[src/sv/lsm_pkg.sv]
package lsm_pkg;

    // block sizing
    localparam int NUM_OPS   = 3;
    localparam int COUNT_W   = 32;
    localparam int LAT_W     = 32;
    localparam int SUM_W     = 48;
    localparam int OP_IDX_W  = (NUM_OPS > 1) ? $clog2(NUM_OPS) : 1;
    localparam int DIV_CNT_W = $clog2(SUM_W + 1);

    // fixed field widths
    localparam int ACT_W     = 2;
    localparam int CODE_W    = 16;
    localparam int DUR_W     = 32;
    localparam int OUT_W     = 32;
    localparam int GEN_W     = 32;
    localparam int CFG_IDX_W = 3;
    localparam int CFG_W     = 16;

    // saturation limits in a common 64-bit form
    localparam logic [63:0] LAT_MAX64 = (64'd1 << LAT_W) - 64'd1;
    localparam logic [63:0] SUM_MAX64 = (64'd1 << SUM_W) - 64'd1;
    localparam logic [63:0] OUT_MAX64 = (64'd1 << OUT_W) - 64'd1;

    typedef logic [COUNT_W-1:0]  t_cnt;
    typedef logic [SUM_W-1:0]    t_sum;
    typedef logic [LAT_W-1:0]    t_lat;
    typedef logic [CODE_W-1:0]   t_code;
    typedef logic [DUR_W-1:0]    t_dur;
    typedef logic [OUT_W-1:0]    t_out;
    typedef logic [GEN_W-1:0]    t_gen;
    typedef logic [OP_IDX_W-1:0] t_idx;

    // action codes of an input item
    typedef enum logic [ACT_W-1:0] {
        ACT_OBSERVE = 2'd0,
        ACT_QUERY   = 2'd1,
        ACT_CLEAR   = 2'd2
    } t_action;

    // configuration register indexes
    typedef enum logic [CFG_IDX_W-1:0] {
        CFG_EXP_VERSION  = 3'd0,
        CFG_FIRST_OP     = 3'd1,
        CFG_SUCCESS      = 3'd2,
        CFG_TIMEOUT      = 3'd3,
        CFG_LAST_OUTCOME = 3'd4
    } t_cfg_idx;

    localparam t_code RST_EXP_VERSION  = 16'd1;
    localparam t_code RST_FIRST_OP     = 16'd1;
    localparam t_code RST_SUCCESS      = 16'd0;
    localparam t_code RST_TIMEOUT      = 16'd1;
    localparam t_code RST_LAST_OUTCOME = 16'd2;
    localparam t_gen  RST_GENERATION   = 32'd1;

    // outcome class of an accepted observation
    typedef enum logic [1:0] {
        CLS_SUCCESS,
        CLS_TIMEOUT,
        CLS_ERROR
    } t_cls;

    // sequencer states
    typedef enum logic [2:0] {
        S_IDLE,
        S_OBS,
        S_ACC,
        S_DSTART,
        S_DIV,
        S_CLR,
        S_OUT
    } t_state;

    // update command toward the per-operation store
    typedef struct packed {
        logic upd;
        logic clr;
        t_lat lat;
        t_cls cls;
    } t_store_cmd;

    // statistics of one operation
    typedef struct packed {
        t_cnt req;
        t_cnt suc;
        t_cnt err;
        t_cnt tmo;
        t_sum sum;
        t_lat mn;
        t_lat mx;
    } t_op_stats;

    // one snapshot result
    typedef struct packed {
        t_out generation;
        t_out request_count;
        t_out success_count;
        t_out error_count;
        t_out timeout_count;
        t_out min_latency;
        t_out max_latency;
        t_out avg_latency;
        t_out observations_received;
        t_out malformed_rejected;
    } t_result;

    function automatic t_cnt cnt_add(t_cnt a, t_cnt b);
        logic [COUNT_W:0] s;
        s = {1'b0, a} + {1'b0, b};
        return s[COUNT_W] ? '1 : s[COUNT_W-1:0];
    endfunction

    function automatic t_cnt cnt_inc(t_cnt a);
        return cnt_add(a, t_cnt'(1));
    endfunction

    function automatic t_sum sum_add(t_sum a, t_sum b);
        logic [SUM_W:0] s;
        s = {1'b0, a} + {1'b0, b};
        return s[SUM_W] ? '1 : s[SUM_W-1:0];
    endfunction

    function automatic t_sum sum_add_lat(t_sum a, t_lat l);
        logic [64:0] s;
        s = 65'(a) + 65'(l);
        return (s > 65'(SUM_MAX64)) ? '1 : s[SUM_W-1:0];
    endfunction

    function automatic t_gen gen_inc(t_gen a);
        logic [GEN_W:0] s;
        s = {1'b0, a} + (GEN_W + 1)'(1);
        return s[GEN_W] ? '1 : s[GEN_W-1:0];
    endfunction

    function automatic t_lat lat_clip(t_dur d);
        logic [63:0] d64;
        d64 = 64'(d);
        return (d64 > LAT_MAX64) ? '1 : d64[LAT_W-1:0];
    endfunction

    function automatic t_out clip_out(logic [63:0] v);
        return (v > OUT_MAX64) ? '1 : v[OUT_W-1:0];
    endfunction

endpackage

[src/sv/lsm_in_if.sv]
interface lsm_in_if;
    import lsm_pkg::*;

    logic                valid;
    logic                ready;
    logic [ACT_W-1:0]    action;
    logic                length_ok;
    logic [CODE_W-1:0]   version;
    logic [CODE_W-1:0]   operation;
    logic [CODE_W-1:0]   outcome;
    logic [DUR_W-1:0]    duration;

    modport source (
        output valid, action, length_ok, version, operation, outcome, duration,
        input  ready
    );

    modport sink (
        input  valid, action, length_ok, version, operation, outcome, duration,
        output ready
    );

endinterface

[src/sv/lsm_out_if.sv]
interface lsm_out_if;
    import lsm_pkg::*;

    logic             valid;
    logic             ready;
    logic [OUT_W-1:0] generation;
    logic [OUT_W-1:0] request_count;
    logic [OUT_W-1:0] success_count;
    logic [OUT_W-1:0] error_count;
    logic [OUT_W-1:0] timeout_count;
    logic [OUT_W-1:0] min_latency;
    logic [OUT_W-1:0] max_latency;
    logic [OUT_W-1:0] avg_latency;
    logic [OUT_W-1:0] observations_received;
    logic [OUT_W-1:0] malformed_rejected;

    modport source (
        output valid, generation, request_count, success_count, error_count,
               timeout_count, min_latency, max_latency, avg_latency,
               observations_received, malformed_rejected,
        input  ready
    );

    modport sink (
        input  valid, generation, request_count, success_count, error_count,
               timeout_count, min_latency, max_latency, avg_latency,
               observations_received, malformed_rejected,
        output ready
    );

endinterface

[src/sv/latency_stats_monitor.sv]
// Request latency statistics counter. Each input transfer carries one action:
// an observation (version, operation, outcome, latency) that updates the
// counters of one of NUM_OPS operations or bumps the reject count, a query that
// returns one snapshot of totals, min, max and average latency, or a clear that
// zeroes the statistics, advances the generation and returns it. Counters
// saturate. The block takes one item at a time. A query runs a sweep over the
// operation store with one accumulate per cycle, then a restoring divider that
// yields one quotient bit per cycle for the average. A finished result sits in
// an output register, so the next item can be taken while it waits.
// Configuration writes are expected only while the block idles.
module latency_stats_monitor (
    input  logic                            i_clk,
    input  logic                            i_rst_n,
    input  logic                            i_cfg_we,
    input  logic [lsm_pkg::CFG_IDX_W-1:0]   i_cfg_idx,
    input  logic [lsm_pkg::CFG_W-1:0]       i_cfg_data,
    lsm_in_if.sink                          i_item,
    lsm_out_if.source                       o_result
);
    import lsm_pkg::*;

    // configuration
    t_code r_exp_ver;
    t_code r_first_op;
    t_code r_success;
    t_code r_timeout;
    t_code r_last_oc;

    // sequencer
    t_state r_state;
    t_state n_state;

    // captured item
    logic  r_obs_ok;
    t_idx  r_idx;
    t_lat  r_lat;
    t_cls  r_cls;
    logic  r_is_clear;

    // totals and accumulators
    t_gen  r_gen;
    t_cnt  r_acc_total;
    t_cnt  r_rej_total;
    t_idx  r_cnt;
    t_cnt  r_acc_req;
    t_cnt  r_acc_suc;
    t_cnt  r_acc_err;
    t_cnt  r_acc_tmo;
    t_sum  r_acc_sum;
    t_lat  r_acc_mn;
    t_lat  r_acc_mx;

    // output register
    t_result r_res;
    t_result n_res;
    logic    r_out_valid;

    // decode and control
    logic [CODE_W:0] op_diff;
    logic            op_in_range;
    logic            obs_ok;
    t_cls            obs_cls;
    logic            in_xfer;
    logic            out_xfer;
    logic            out_free;
    logic            in_ready;
    logic            acc_en;
    logic            div_start;
    logic            out_load;
    logic            rej_inc;
    logic            obs_inc;
    t_store_cmd      store_cmd;
    t_idx            store_idx;
    t_op_stats       rd;
    logic            div_done;
    t_sum            div_quo;

    // configuration writes
    always_ff @(posedge i_clk) begin
        if (!i_rst_n) begin
            r_exp_ver  <= RST_EXP_VERSION;
            r_first_op <= RST_FIRST_OP;
            r_success  <= RST_SUCCESS;
            r_timeout  <= RST_TIMEOUT;
            r_last_oc  <= RST_LAST_OUTCOME;
        end else if (i_cfg_we) begin
            case (i_cfg_idx)
                CFG_EXP_VERSION:  r_exp_ver  <= i_cfg_data;
                CFG_FIRST_OP:     r_first_op <= i_cfg_data;
                CFG_SUCCESS:      r_success  <= i_cfg_data;
                CFG_TIMEOUT:      r_timeout  <= i_cfg_data;
                CFG_LAST_OUTCOME: r_last_oc  <= i_cfg_data;
                default: ;
            endcase
        end
    end

    // observation check at the input transfer
    assign op_diff     = {1'b0, i_item.operation} - {1'b0, r_first_op};
    assign op_in_range = !op_diff[CODE_W] && (op_diff[CODE_W-1:0] < CODE_W'(NUM_OPS));
    assign obs_ok      = i_item.length_ok && (i_item.version == r_exp_ver) &&
                         op_in_range && (i_item.outcome <= r_last_oc);

    always_comb begin
        if (i_item.outcome == r_success) begin
            obs_cls = CLS_SUCCESS;
        end else if (i_item.outcome == r_timeout) begin
            obs_cls = CLS_TIMEOUT;
        end else begin
            obs_cls = CLS_ERROR;
        end
    end

    assign in_xfer  = i_item.valid && in_ready;
    assign out_xfer = r_out_valid && o_result.ready;
    assign out_free = !r_out_valid || o_result.ready;

    // next state
    always_comb begin
        n_state = r_state;
        case (r_state)
            S_IDLE: begin
                if (in_xfer) begin
                    case (i_item.action)
                        ACT_OBSERVE: n_state = S_OBS;
                        ACT_QUERY:   n_state = S_ACC;
                        ACT_CLEAR:   n_state = S_CLR;
                        default:     n_state = S_IDLE;
                    endcase
                end
            end
            S_OBS: n_state = S_IDLE;
            S_ACC: begin
                if (r_cnt == OP_IDX_W'(NUM_OPS - 1)) begin
                    n_state = S_DSTART;
                end
            end
            S_DSTART: n_state = S_DIV;
            S_DIV: begin
                if (div_done) begin
                    n_state = S_OUT;
                end
            end
            S_CLR: n_state = S_OUT;
            S_OUT: begin
                if (out_free) begin
                    n_state = S_IDLE;
                end
            end
            default: n_state = S_IDLE;
        endcase
    end

    // state outputs
    always_comb begin
        in_ready  = 1'b0;
        acc_en    = 1'b0;
        div_start = 1'b0;
        out_load  = 1'b0;
        rej_inc   = 1'b0;
        obs_inc   = 1'b0;
        store_cmd = '{upd: 1'b0, clr: 1'b0, lat: r_lat, cls: r_cls};
        store_idx = r_idx;
        case (r_state)
            S_IDLE: in_ready = 1'b1;
            S_OBS: begin
                store_cmd.upd = r_obs_ok;
                obs_inc       = r_obs_ok;
                rej_inc       = !r_obs_ok;
            end
            S_ACC: begin
                acc_en    = 1'b1;
                store_idx = r_cnt;
            end
            S_DSTART: div_start = 1'b1;
            S_CLR:    store_cmd.clr = 1'b1;
            S_OUT:    out_load = out_free;
            default: ;
        endcase
    end

    always_ff @(posedge i_clk) begin
        if (!i_rst_n) begin
            r_state <= S_IDLE;
        end else begin
            r_state <= n_state;
        end
    end

    // capture of the accepted item
    always_ff @(posedge i_clk) begin
        if (in_xfer) begin
            r_obs_ok   <= obs_ok;
            r_idx      <= op_diff[OP_IDX_W-1:0];
            r_lat      <= lat_clip(i_item.duration);
            r_cls      <= obs_cls;
            r_is_clear <= (i_item.action == ACT_CLEAR);
        end
    end

    // accept, reject and generation counters
    always_ff @(posedge i_clk) begin
        if (!i_rst_n) begin
            r_gen       <= RST_GENERATION;
            r_acc_total <= '0;
            r_rej_total <= '0;
        end else if (store_cmd.clr) begin
            r_gen       <= gen_inc(r_gen);
            r_acc_total <= '0;
            r_rej_total <= '0;
        end else begin
            if (obs_inc) begin
                r_acc_total <= cnt_inc(r_acc_total);
            end
            if (rej_inc) begin
                r_rej_total <= cnt_inc(r_rej_total);
            end
        end
    end

    // snapshot sweep, one operation per cycle
    always_ff @(posedge i_clk) begin
        if (!i_rst_n) begin
            r_cnt <= '0;
        end else if (in_xfer) begin
            r_cnt <= '0;
        end else if (acc_en) begin
            r_cnt <= r_cnt + OP_IDX_W'(1);
        end
    end

    always_ff @(posedge i_clk) begin
        if (in_xfer) begin
            r_acc_req <= '0;
            r_acc_suc <= '0;
            r_acc_err <= '0;
            r_acc_tmo <= '0;
            r_acc_sum <= '0;
            r_acc_mn  <= '0;
            r_acc_mx  <= '0;
        end else if (acc_en) begin
            r_acc_req <= cnt_add(r_acc_req, rd.req);
            r_acc_suc <= cnt_add(r_acc_suc, rd.suc);
            r_acc_err <= cnt_add(r_acc_err, rd.err);
            r_acc_tmo <= cnt_add(r_acc_tmo, rd.tmo);
            r_acc_sum <= sum_add(r_acc_sum, rd.sum);
            // a zero running minimum counts as unset
            if (rd.req != '0) begin
                if (r_acc_mn == '0 || rd.mn < r_acc_mn) begin
                    r_acc_mn <= rd.mn;
                end
                if (rd.mx > r_acc_mx) begin
                    r_acc_mx <= rd.mx;
                end
            end
        end
    end

    lsm_store u_store (
        .i_clk   (i_clk),
        .i_rst_n (i_rst_n),
        .i_cmd   (store_cmd),
        .i_idx   (store_idx),
        .o_rd    (rd)
    );

    lsm_div u_div (
        .i_clk      (i_clk),
        .i_rst_n    (i_rst_n),
        .i_start    (div_start),
        .i_dividend (r_acc_sum),
        .i_divisor  (r_acc_req),
        .o_done     (div_done),
        .o_quotient (div_quo)
    );

    // result assembly; a clear returns only the new generation
    always_comb begin
        n_res            = '0;
        n_res.generation = clip_out(64'(r_gen));
        if (!r_is_clear) begin
            n_res.request_count         = clip_out(64'(r_acc_req));
            n_res.success_count         = clip_out(64'(r_acc_suc));
            n_res.error_count           = clip_out(64'(r_acc_err));
            n_res.timeout_count         = clip_out(64'(r_acc_tmo));
            n_res.min_latency           = clip_out(64'(r_acc_mn));
            n_res.max_latency           = clip_out(64'(r_acc_mx));
            n_res.avg_latency           = (r_acc_req == '0) ? '0 : clip_out(64'(div_quo));
            n_res.observations_received = clip_out(64'(r_acc_total));
            n_res.malformed_rejected    = clip_out(64'(r_rej_total));
        end
    end

    // output register
    always_ff @(posedge i_clk) begin
        if (!i_rst_n) begin
            r_out_valid <= 1'b0;
        end else if (out_load) begin
            r_out_valid <= 1'b1;
        end else if (out_xfer) begin
            r_out_valid <= 1'b0;
        end
    end

    always_ff @(posedge i_clk) begin
        if (out_load) begin
            r_res <= n_res;
        end
    end

    assign i_item.ready                   = in_ready;
    assign o_result.valid                 = r_out_valid;
    assign o_result.generation            = r_res.generation;
    assign o_result.request_count         = r_res.request_count;
    assign o_result.success_count         = r_res.success_count;
    assign o_result.error_count           = r_res.error_count;
    assign o_result.timeout_count         = r_res.timeout_count;
    assign o_result.min_latency           = r_res.min_latency;
    assign o_result.max_latency           = r_res.max_latency;
    assign o_result.avg_latency           = r_res.avg_latency;
    assign o_result.observations_received = r_res.observations_received;
    assign o_result.malformed_rejected    = r_res.malformed_rejected;

    // divider finishes only while the sequencer waits for it
    a_div_done_in_div: assert property (@(posedge i_clk) disable iff (!i_rst_n)
        div_done |-> (r_state == S_DIV))
        else $error("divider done outside of divide state");

    // sweep index stays within the operation store
    a_sweep_in_range: assert property (@(posedge i_clk) disable iff (!i_rst_n)
        (r_state == S_ACC) |-> (r_cnt <= OP_IDX_W'(NUM_OPS - 1)))
        else $error("snapshot sweep index out of range");

    // a clear zeroes the totals and goes on to deliver its result
    a_clear_totals: assert property (@(posedge i_clk) disable iff (!i_rst_n)
        (r_state == S_CLR) |=>
            (r_acc_total == '0 && r_rej_total == '0 && r_state == S_OUT))
        else $error("clear did not zero totals");

    // a loaded result is presented in the next cycle
    a_load_valid: assert property (@(posedge i_clk) disable iff (!i_rst_n)
        out_load |=> r_out_valid)
        else $error("loaded result not presented");

endmodule

[src/sv/lsm_store.sv]
module lsm_store (
    input  logic                   i_clk,
    input  logic                   i_rst_n,
    input  lsm_pkg::t_store_cmd    i_cmd,
    input  lsm_pkg::t_idx          i_idx,
    output lsm_pkg::t_op_stats     o_rd
);
    import lsm_pkg::*;

    t_op_stats r_ops [NUM_OPS];
    t_op_stats cur;
    t_op_stats n_entry;
    t_cnt      req_new;

    // single read port, shared by update and snapshot sweep
    assign cur  = r_ops[i_idx];
    assign o_rd = cur;

    // saturating update of one operation
    always_comb begin
        n_entry = cur;
        req_new = cnt_inc(cur.req);
        n_entry.req = req_new;
        n_entry.sum = sum_add_lat(cur.sum, i_cmd.lat);
        if (req_new == t_cnt'(1) || i_cmd.lat < cur.mn) begin
            n_entry.mn = i_cmd.lat;
        end
        if (i_cmd.lat > cur.mx) begin
            n_entry.mx = i_cmd.lat;
        end
        case (i_cmd.cls)
            CLS_SUCCESS: n_entry.suc = cnt_inc(cur.suc);
            CLS_TIMEOUT: n_entry.tmo = cnt_inc(cur.tmo);
            default:     n_entry.err = cnt_inc(cur.err);
        endcase
    end

    // store registers, cleared together by reset or a clear action
    always_ff @(posedge i_clk) begin
        if (!i_rst_n || i_cmd.clr) begin
            for (int k = 0; k < NUM_OPS; k++) begin
                r_ops[k] <= '0;
            end
        end else if (i_cmd.upd) begin
            r_ops[i_idx] <= n_entry;
        end
    end

endmodule

[src/sv/lsm_div.sv]
module lsm_div (
    input  logic           i_clk,
    input  logic           i_rst_n,
    input  logic           i_start,
    input  lsm_pkg::t_sum  i_dividend,
    input  lsm_pkg::t_cnt  i_divisor,
    output logic           o_done,
    output lsm_pkg::t_sum  o_quotient
);
    import lsm_pkg::*;

    logic                 r_busy;
    logic                 r_done;
    logic [DIV_CNT_W-1:0] r_cnt;
    t_cnt                 r_rem;
    t_sum                 r_quo;
    t_cnt                 r_dvs;
    logic [COUNT_W:0]     shift_val;
    logic [COUNT_W:0]     diff_val;
    logic                 fits;

    // one restoring step per cycle
    assign shift_val = {r_rem, r_quo[SUM_W-1]};
    assign diff_val  = shift_val - {1'b0, r_dvs};
    assign fits      = (shift_val >= {1'b0, r_dvs});

    // step control
    always_ff @(posedge i_clk) begin
        if (!i_rst_n) begin
            r_busy <= 1'b0;
            r_done <= 1'b0;
            r_cnt  <= '0;
        end else begin
            r_done <= 1'b0;
            if (i_start) begin
                r_busy <= 1'b1;
                r_cnt  <= DIV_CNT_W'(SUM_W);
            end else if (r_busy) begin
                r_cnt <= r_cnt - DIV_CNT_W'(1);
                if (r_cnt == DIV_CNT_W'(1)) begin
                    r_busy <= 1'b0;
                    r_done <= 1'b1;
                end
            end
        end
    end

    // remainder and quotient datapath
    always_ff @(posedge i_clk) begin
        if (i_start) begin
            r_rem <= '0;
            r_quo <= i_dividend;
            r_dvs <= i_divisor;
        end else if (r_busy) begin
            r_rem <= fits ? diff_val[COUNT_W-1:0] : shift_val[COUNT_W-1:0];
            r_quo <= {r_quo[SUM_W-2:0], fits};
        end
    end

    assign o_done     = r_done;
    assign o_quotient = r_quo;

endmodule

[src/flat_wrapper.sv]
// flat-port wrapper written by rule: the top's interface ports become plain ports
module latency_stats_monitor_flat import lsm_pkg::*;
  (i_clk, i_rst_n, i_cfg_we, i_cfg_idx, i_cfg_data, i_item_valid, i_item_action, i_item_length_ok, i_item_version, i_item_operation, i_item_outcome, i_item_duration, i_item_ready, o_result_valid, o_result_generation, o_result_request_count, o_result_success_count, o_result_error_count, o_result_timeout_count, o_result_min_latency, o_result_max_latency, o_result_avg_latency, o_result_observations_received, o_result_malformed_rejected, o_result_ready);
  lsm_in_if i_item_i ();
  lsm_out_if o_result_i ();
  input  logic i_clk;
  input  logic i_rst_n;
  input  logic i_cfg_we;
  input  logic [lsm_pkg::CFG_IDX_W-1:0] i_cfg_idx;
  input  logic [lsm_pkg::CFG_W-1:0] i_cfg_data;
  input wire logic [$bits(i_item_i.valid)-1:0] i_item_valid;
  input wire logic [$bits(i_item_i.action)-1:0] i_item_action;
  input wire logic [$bits(i_item_i.length_ok)-1:0] i_item_length_ok;
  input wire logic [$bits(i_item_i.version)-1:0] i_item_version;
  input wire logic [$bits(i_item_i.operation)-1:0] i_item_operation;
  input wire logic [$bits(i_item_i.outcome)-1:0] i_item_outcome;
  input wire logic [$bits(i_item_i.duration)-1:0] i_item_duration;
  output wire logic [$bits(i_item_i.ready)-1:0] i_item_ready;
  output wire logic [$bits(o_result_i.valid)-1:0] o_result_valid;
  output wire logic [$bits(o_result_i.generation)-1:0] o_result_generation;
  output wire logic [$bits(o_result_i.request_count)-1:0] o_result_request_count;
  output wire logic [$bits(o_result_i.success_count)-1:0] o_result_success_count;
  output wire logic [$bits(o_result_i.error_count)-1:0] o_result_error_count;
  output wire logic [$bits(o_result_i.timeout_count)-1:0] o_result_timeout_count;
  output wire logic [$bits(o_result_i.min_latency)-1:0] o_result_min_latency;
  output wire logic [$bits(o_result_i.max_latency)-1:0] o_result_max_latency;
  output wire logic [$bits(o_result_i.avg_latency)-1:0] o_result_avg_latency;
  output wire logic [$bits(o_result_i.observations_received)-1:0] o_result_observations_received;
  output wire logic [$bits(o_result_i.malformed_rejected)-1:0] o_result_malformed_rejected;
  input wire logic [$bits(o_result_i.ready)-1:0] o_result_ready;
  assign i_item_i.valid = i_item_valid;
  assign i_item_i.action = i_item_action;
  assign i_item_i.length_ok = i_item_length_ok;
  assign i_item_i.version = i_item_version;
  assign i_item_i.operation = i_item_operation;
  assign i_item_i.outcome = i_item_outcome;
  assign i_item_i.duration = i_item_duration;
  assign i_item_ready = i_item_i.ready;
  assign o_result_valid = o_result_i.valid;
  assign o_result_generation = o_result_i.generation;
  assign o_result_request_count = o_result_i.request_count;
  assign o_result_success_count = o_result_i.success_count;
  assign o_result_error_count = o_result_i.error_count;
  assign o_result_timeout_count = o_result_i.timeout_count;
  assign o_result_min_latency = o_result_i.min_latency;
  assign o_result_max_latency = o_result_i.max_latency;
  assign o_result_avg_latency = o_result_i.avg_latency;
  assign o_result_observations_received = o_result_i.observations_received;
  assign o_result_malformed_rejected = o_result_i.malformed_rejected;
  assign o_result_i.ready = o_result_ready;
  latency_stats_monitor u_core (.i_clk(i_clk), .i_rst_n(i_rst_n), .i_cfg_we(i_cfg_we), .i_cfg_idx(i_cfg_idx), .i_cfg_data(i_cfg_data), .i_item(i_item_i), .o_result(o_result_i));
endmodule
[config.mk]
export PLATFORM = sky130hd
export DESIGN_NAME = latency_stats_monitor_flat
export DESIGN_NICKNAME = d
export VERILOG_FILES = /design/src/sv/lsm_pkg.sv /design/src/sv/lsm_in_if.sv /design/src/sv/lsm_out_if.sv /design/src/sv/latency_stats_monitor.sv /design/src/sv/lsm_store.sv /design/src/sv/lsm_div.sv /design/src/flat_wrapper.sv
export SDC_FILE = /design/constraint.sdc
export NUM_CORES = 2
export LEC_CHECK = 0
export BUFFER_PORTS_ARGS = -buffer_cell sky130_fd_sc_hd__buf_4
export CAP_MARGIN = 20
export CORE_UTILIZATION = 56
export CTS_CLUSTER_SIZE = 28
export DETAILED_ROUTE_END_ITERATION = 8
export GPL_ROUTABILITY_DRIVEN = 0
export HOLD_SLACK_MARGIN = 0.1
export PLACE_DENSITY_LB_ADDON = 0.12
export SYNTH_ARGS = -nofsm -noshare
export SYNTH_HDL_FRONTEND = slang
export SYNTH_SLANG_ARGS = --single-unit
[constraint.sdc]
create_clock -name i_clk -period 23.5 [get_ports i_clk]
set_clock_uncertainty 0.1 [all_clocks]
set_input_delay 1.175 -clock i_clk [delete_from_list [all_inputs] [get_ports i_clk]]
set_output_delay 1.175 -clock i_clk [all_outputs]
set_load 0.03 [all_outputs]
# After elaboration in Yosys (flattened, before gate mapping)
# Memories as Yosys holds them, arrays and structs flattened.
# Index checks and enable logic that the tools add are counted.
[totals]
regBits = 900
latch_bits = 0
ramBits = 720
romBits = 0
in_bits = 107
output_inout_bits = 322
wordCells = 183
mem_count = 1
[memory_table]
columns = ["name", "words", "word_bits", "read_ports", "rd_ports_with_merged_regs", "write_ports", "line_no", "rtl"]
rows = [
  ["u_core.u_store.r_ops", 3, 240, 1, 0, 3, "lsm_store.sv:10", "t_op_stats r_ops [NUM_OPS];"],
]
[classes]
addsub = 17
n_mul = 0
div = 0
order_cmp = 9
eq_ne = 23
shift = 0
n_mux = 53
bitwise_logic = 2
n_reduce_logical = 38
[ops]
columns = ["operator", "n"]
rows = [
  ["32-bit 2-to-1 mux", 18],
  ["240-bit 2-to-1 mux", 1],
  ["240-bit OR reduction", 1],
  ["32-bit by 1-bit adder with 33-bit output (second input constant)", 7],
  ["48-bit 2-to-1 mux", 4],
  ["32-bit by 32-bit adder with 33-bit output", 4],
  ["32-bit > comparator", 2],
  ["32-bit logical NOT", 2],
  ["32-bit < comparator", 2],
  ["48-bit by 32-bit adder with 49-bit output", 1],
  ["48-bit by 48-bit adder with 49-bit output", 1],
  ["49-bit by 48-bit > comparator with 1-bit output (second input constant)", 1],
  ["16-bit equality test", 3],
  ["48-bit by 32-bit > comparator with 1-bit output (second input constant)", 1],
  ["33-bit by 32-bit >= comparator with 1-bit output", 1],
  ["32-bit by 1-bit equality test with 1-bit output (second input constant)", 1],
  ["32-bit nonzero test", 1],
  ["32-bit subtractor", 1],
  ["1-bit 2-to-1 mux", 19],
  ["3-bit case mux with 6 select lines", 1],
  ["16-bit by 16-bit subtractor with 17-bit output", 1],
  ["16-bit <= comparator", 1],
  ["16-bit by 2-bit < comparator with 1-bit output (second input constant)", 1],
  ["3-bit by 2-bit equality test with 1-bit output (second input constant)", 4],
  ["25 further kinds", 63],
]

# Depth between registers and ports, before layout
# An unclocked memory read counts as a cell.
[depth]
depth_word = 9
ltp_mapped = 31
mapped_depth_nobuf = 19

# Hierarchy
# A second synthesis with hierarchy kept.
[unflattened]
cells_unflattened = 8324
area_unflattened_um2 = 93832.5
[modules_own_cells]
columns = ["module", "n_inst", "cells_per_inst", "area_per_inst_um2", "seq_area_each_um2"]
rows = [
  ["lsm_store", 1, 3529, 47023.8, 28827.6],
  ["latency_stats_monitor", 1, 4147, 40035.9, 19198.4],
  ["lsm_div", 1, 648, 6772.7, 3203.1],
]

# Least setup slack after synthesis
# No wires, ideal clock.
[synth_path]
path_type = "input -> register"
from = "input o_result_ready"
to = "register u_core.r_res (netlist bit u_core.o_result.avg_latency[0]) (enable)"
setup_time_ns = 1.397
arrival_time_ns = 22.781
required_ns = 22.003
slack_ns = -0.778
stages = 2
n_path_buf = 0
cell_sequence = "nor2b_1 > nor3_1"
[synth_via]
elab_chain_len = 2
[synth_lines]
columns = ["element", "line_no", "rtl"]
rows = [
  ["start: declaration", "flat_wrapper.sv:30", "input wire logic [$bits(o_result_i.ready)-1:0] o_result_ready;"],
  ["1-bit logical OR", "latency_stats_monitor.sv:116", "assign out_free = !r_out_valid || o_result.ready;"],
  ["1-bit 2-to-1 mux", "latency_stats_monitor.sv:164", "case (r_state)"],
  ["named net u_core.out_load", "latency_stats_monitor.sv:69", "logic out_load;"],
  ["end signal: assignment", "latency_stats_monitor.sv:307", "r_res <= n_res;"],
  ["end: declaration", "latency_stats_monitor.sv:54", "t_result r_res;"],
]
# The timed path passes the listed nets, and every way through them passes these cells.
# A chain may end at the register's enable or synchronous reset.

# Final worst setup path
[layout_path]
from = "register u_core.r_state[1]"
to = "register u_core.r_acc_suc[1]"
[layout_via]
elab_chain_len = 5
word_cells_on_any_way = 9
cone_classes = "add/sub: 1; eq/ne: 1; mux: 4; reduce/logical: 2; memory: 1"
[layout_lines]
columns = ["element", "line_no", "rtl"]
rows = [
  ["start: declaration", "latency_stats_monitor.sv:30", "t_state r_state;"],
  ["start signal: assignment", "latency_stats_monitor.sv:186", "r_state <= n_state;"],
  ["3-bit by 2-bit equality test with 1-bit output", "latency_stats_monitor.sv:164", ""],
  ["2-bit 2-to-1 mux", "latency_stats_monitor.sv:164", ""],
  ["memory 3 x 240 bit", "n/a", ""],
  ["32-bit by 32-bit adder with 33-bit output", "lsm_pkg.sv:110", "s = {1'b0, a} + {1'b0, b};"],
  ["32-bit 2-to-1 mux", "lsm_pkg.sv:111", "return s[COUNT_W] ? '1 : s[COUNT_W-1:0];"],
  ["end signal: assignment", "latency_stats_monitor.sv:243", "r_acc_suc <= cnt_add(r_acc_suc, rd.suc);"],
  ["end: declaration", "latency_stats_monitor.sv:46", "t_cnt r_acc_suc;"],
]
# Parallel ways exist; a longest one is shown, timed or not.

==> flow_summary.ini <==
[worst_setup_path]
crit_required_ps = 24060
cp-start-kind = register
worstSetupEndpoint = u_core.r_acc_suc[1]$_SDFFE_PP0P_
crit_type = register to register
worstPathArrival_ps = 9620
r2r_start = u_core.r_state[1]$_SDFFE_PN0P_
reg2reg_slack_ps = 14440
r2r_cells = 22
worstSetupStartpoint = u_core.r_state[1]$_SDFFE_PN0P_
worst_setup_path_end_kind = register
r2r-end = u_core.r_acc_suc[1]$_SDFFE_PP0P_
crit_fanout = 74

[global_routing]
grt_max_degree = 191
grt_pass1_wl_um = 381900
antenna_found_initial = 1
grt_pass1_vias = 67404
grt_use_total_pct = 28.62
gr-total-overflow = 0

[detailed_routing]
ant_nets = 0
vias = 69721
drc = 0
drt_iter0_drc = 6454
drtPass1Iterations = 6
vias_per_cell = 5.835
post_drt_wl_per_cell_um = 20.77
wl_um = 248100

[clocking]
cts_tree = yes
holdBufCountCts = 0
cts_max_path_buffers = 3
cts_buffers = 194
clkTransAtPathRegs_ps = 60
cts_root_buf = clkbuf_16
clock_latency_ps = 840
post_cts_buffers = 0
clock_sinks = 1860
ctsHtreeMaxLevel = 4
cts_resized = 0

[layout]
layout_commonest_cell = edfxtp_1
largest_reg_flops = 960
area_growth_pct = 12.49
layout-drive-gt1-share_pct = 10.09
regMostFlops = u_core.u_store.r_ops
final_cell_mix = edfxtp_1, nor2_1, nand2_1
fin_nets = 10097
final_core_util_pct = 63.48
fin_cells = 11948

[sta]
slew_headroom_pct = 24.74
finalCriticalPeriod_ps = 9062
tns_ps = 0
drv_slew = 0
period_share_pct = 38.56
setup_ws_ps = 14440
setup_viol = 0
tightest_slew_ps = 1129
rsz0062_at_grt = no
hold_viol_final = 0
max_freq_ghz = 0.1104

[logic_synthesis]
syn_inst = 9269
netlist_area_um2 = 94470
yosysUniqueCellTypes = 83
ys_seq_elements = 1860
syn_avg_cell_area_um2 = 10.19
synth_nets = 9795
synth_edf_count = 1398
ys_seq_area_share_pct = 54.23
synth_flop_cell = edfxtp_1
yosysWarnings = 0
synth-async-reset-ratio_pct = 0

[floorplanning]
die_area_um2 = 170300
core_area_um2 = 167400
ios = 429
die_w_um = 412.7
placementRows = 150
initial_core_util_pct = 56.43
fp.dieH_um = 412.7

[worst_hold_path]
hold_path_class = register to register

[power_and_ir_drop]
p_per_area_nw_per_um2 = 93.30
p_leak_nw = 43.60
total_power_mw = 9.915
irDropWorstVdd_mv = 0.08405

[outcome]
status = finished clean

[job]
max_cap_violations = 0

[place]
portBuffers = 428
preCtsSetupSlack_ps = 14540
dp_hpwl_um = 159700
dp_cells = 11577
-- per-layer routing --
metal / part of all wire (%) / track usage, %
met1: 43 / 38.77
met2: 48 / 47.78
met3: 6.0 / 3.456
met5: 0 / 0
met4: 3.0 / 9.355
-- worst max-delay path, cell delays in order (launching register included) --
cell and delay (ps):
dfxtp_1 690, or3b_4 630, mux2_8 650, buf_4 810
buf_4 750, buf_4 850, mux2i_1 300, mux2i_1 210
ha_1 280, inv_1 70, fa_1 190, nor2b_1 50
o21ai_0 200, a21oi_1 120, o21ai_0 240, a21oi_1 200
a211oi_1 580, a21oi_1 200, o21ai_0 270, a31oi_1 170
o21ai_2 660, buf_4 350, a221oi_1 100
-- cell usage after synthesis (all sizes together), types with 56 or more instances --
cell	instances	share of area [%]
a21o	191	1.5
a21oi	611	3.2
a31oi	168	1.1
and3	204	1.4
buf	112	0.67
clkbuf	319	1.3
dfxtp	462	9.8
edfxtp	1398	44
ha	411	5.4
inv	553	2.2
mux2i	473	5.2
nand2	1188	4.7
nand2b	56	0.37
nand3	168	0.90
nand4	94	0.64
nor2	1233	4.9
nor2b	241	1.6
nor3	69	0.37
nor4	63	0.42
o21ai	367	1.9
xnor2	221	2.0
xor2	210	1.9
-- report_power, final --
| group | total [mW] | internal, mW | switching (mW) |
|---|---|---|---|
| registers | 3.99 | 3.81 | 0.189 |
| logic | 2.80 | 1.04 | 1.76 |
| clock network | 3.12 | 1.81 | 1.31 |
-- metrics by stage --
stage               area [um^2]  hold slack (ps)
floorplan                 94470            336.3
global placement          99690            344.3
detailed placement        99690            348.8
CTS                      106200            354.6
global route             106300            373.6
finish                   106300            354.1
-- kinds of logic (layout without fill, tap and decap cells) --
group	after synthesis	after routing	synth area share, %
other cells	0	1	0
mux	488	488	5.356
compound gates	1647	1647	10.46
fa+ha+maj	419	419	5.613
xor+xnor	431	431	3.996
simple gates	3440	3440	16.21
flops	1860	1860	54.23
buf+inv	984	1458	4.135
-- worst min-delay path by stage --
stage | start | endpoint | slack, ps | depth (start not counted)
2_1_floorplan | u_core.r_first_op[10]$_SDFFE_PN0P_ | u_core.r_first_op[10]$_SDFFE_PN0P_ | 340 | 2
4_1_cts | i_item_duration[5] | u_core.r_lat[5]$_DFFE_PP_ | 350 | 1
5_1_grt | u_core.r_last_oc[6]$_SDFFE_PN0P_ | u_core.r_last_oc[6]$_SDFFE_PN0P_ | 370 | 2
3_5_place_dp | u_core.r_last_oc[3]$_SDFFE_PN0P_ | u_core.r_last_oc[3]$_SDFFE_PN0P_ | 350 | 2
3_3_place_gp | u_core.r_last_oc[11]$_SDFFE_PN0P_ | u_core.r_last_oc[11]$_SDFFE_PN0P_ | 340 | 2
6_report | u_core.r_last_oc[3]$_SDFFE_PN0P_ | u_core.r_last_oc[3]$_SDFFE_PN0P_ | 350 | 2
-- area by class of cell --
cell class	count	area, um^2
fillers	13703	61140
flip-flops and latches	1860	51230
multi-input cells	6425	39510
clock buffers	270	5634
repair buffers	537	4151
well taps	2204	2758
inverters	553	2081
clock inverters	98	907.1
diodes	1	2.502
Note: power is estimated with default switching activity, not from simulation.
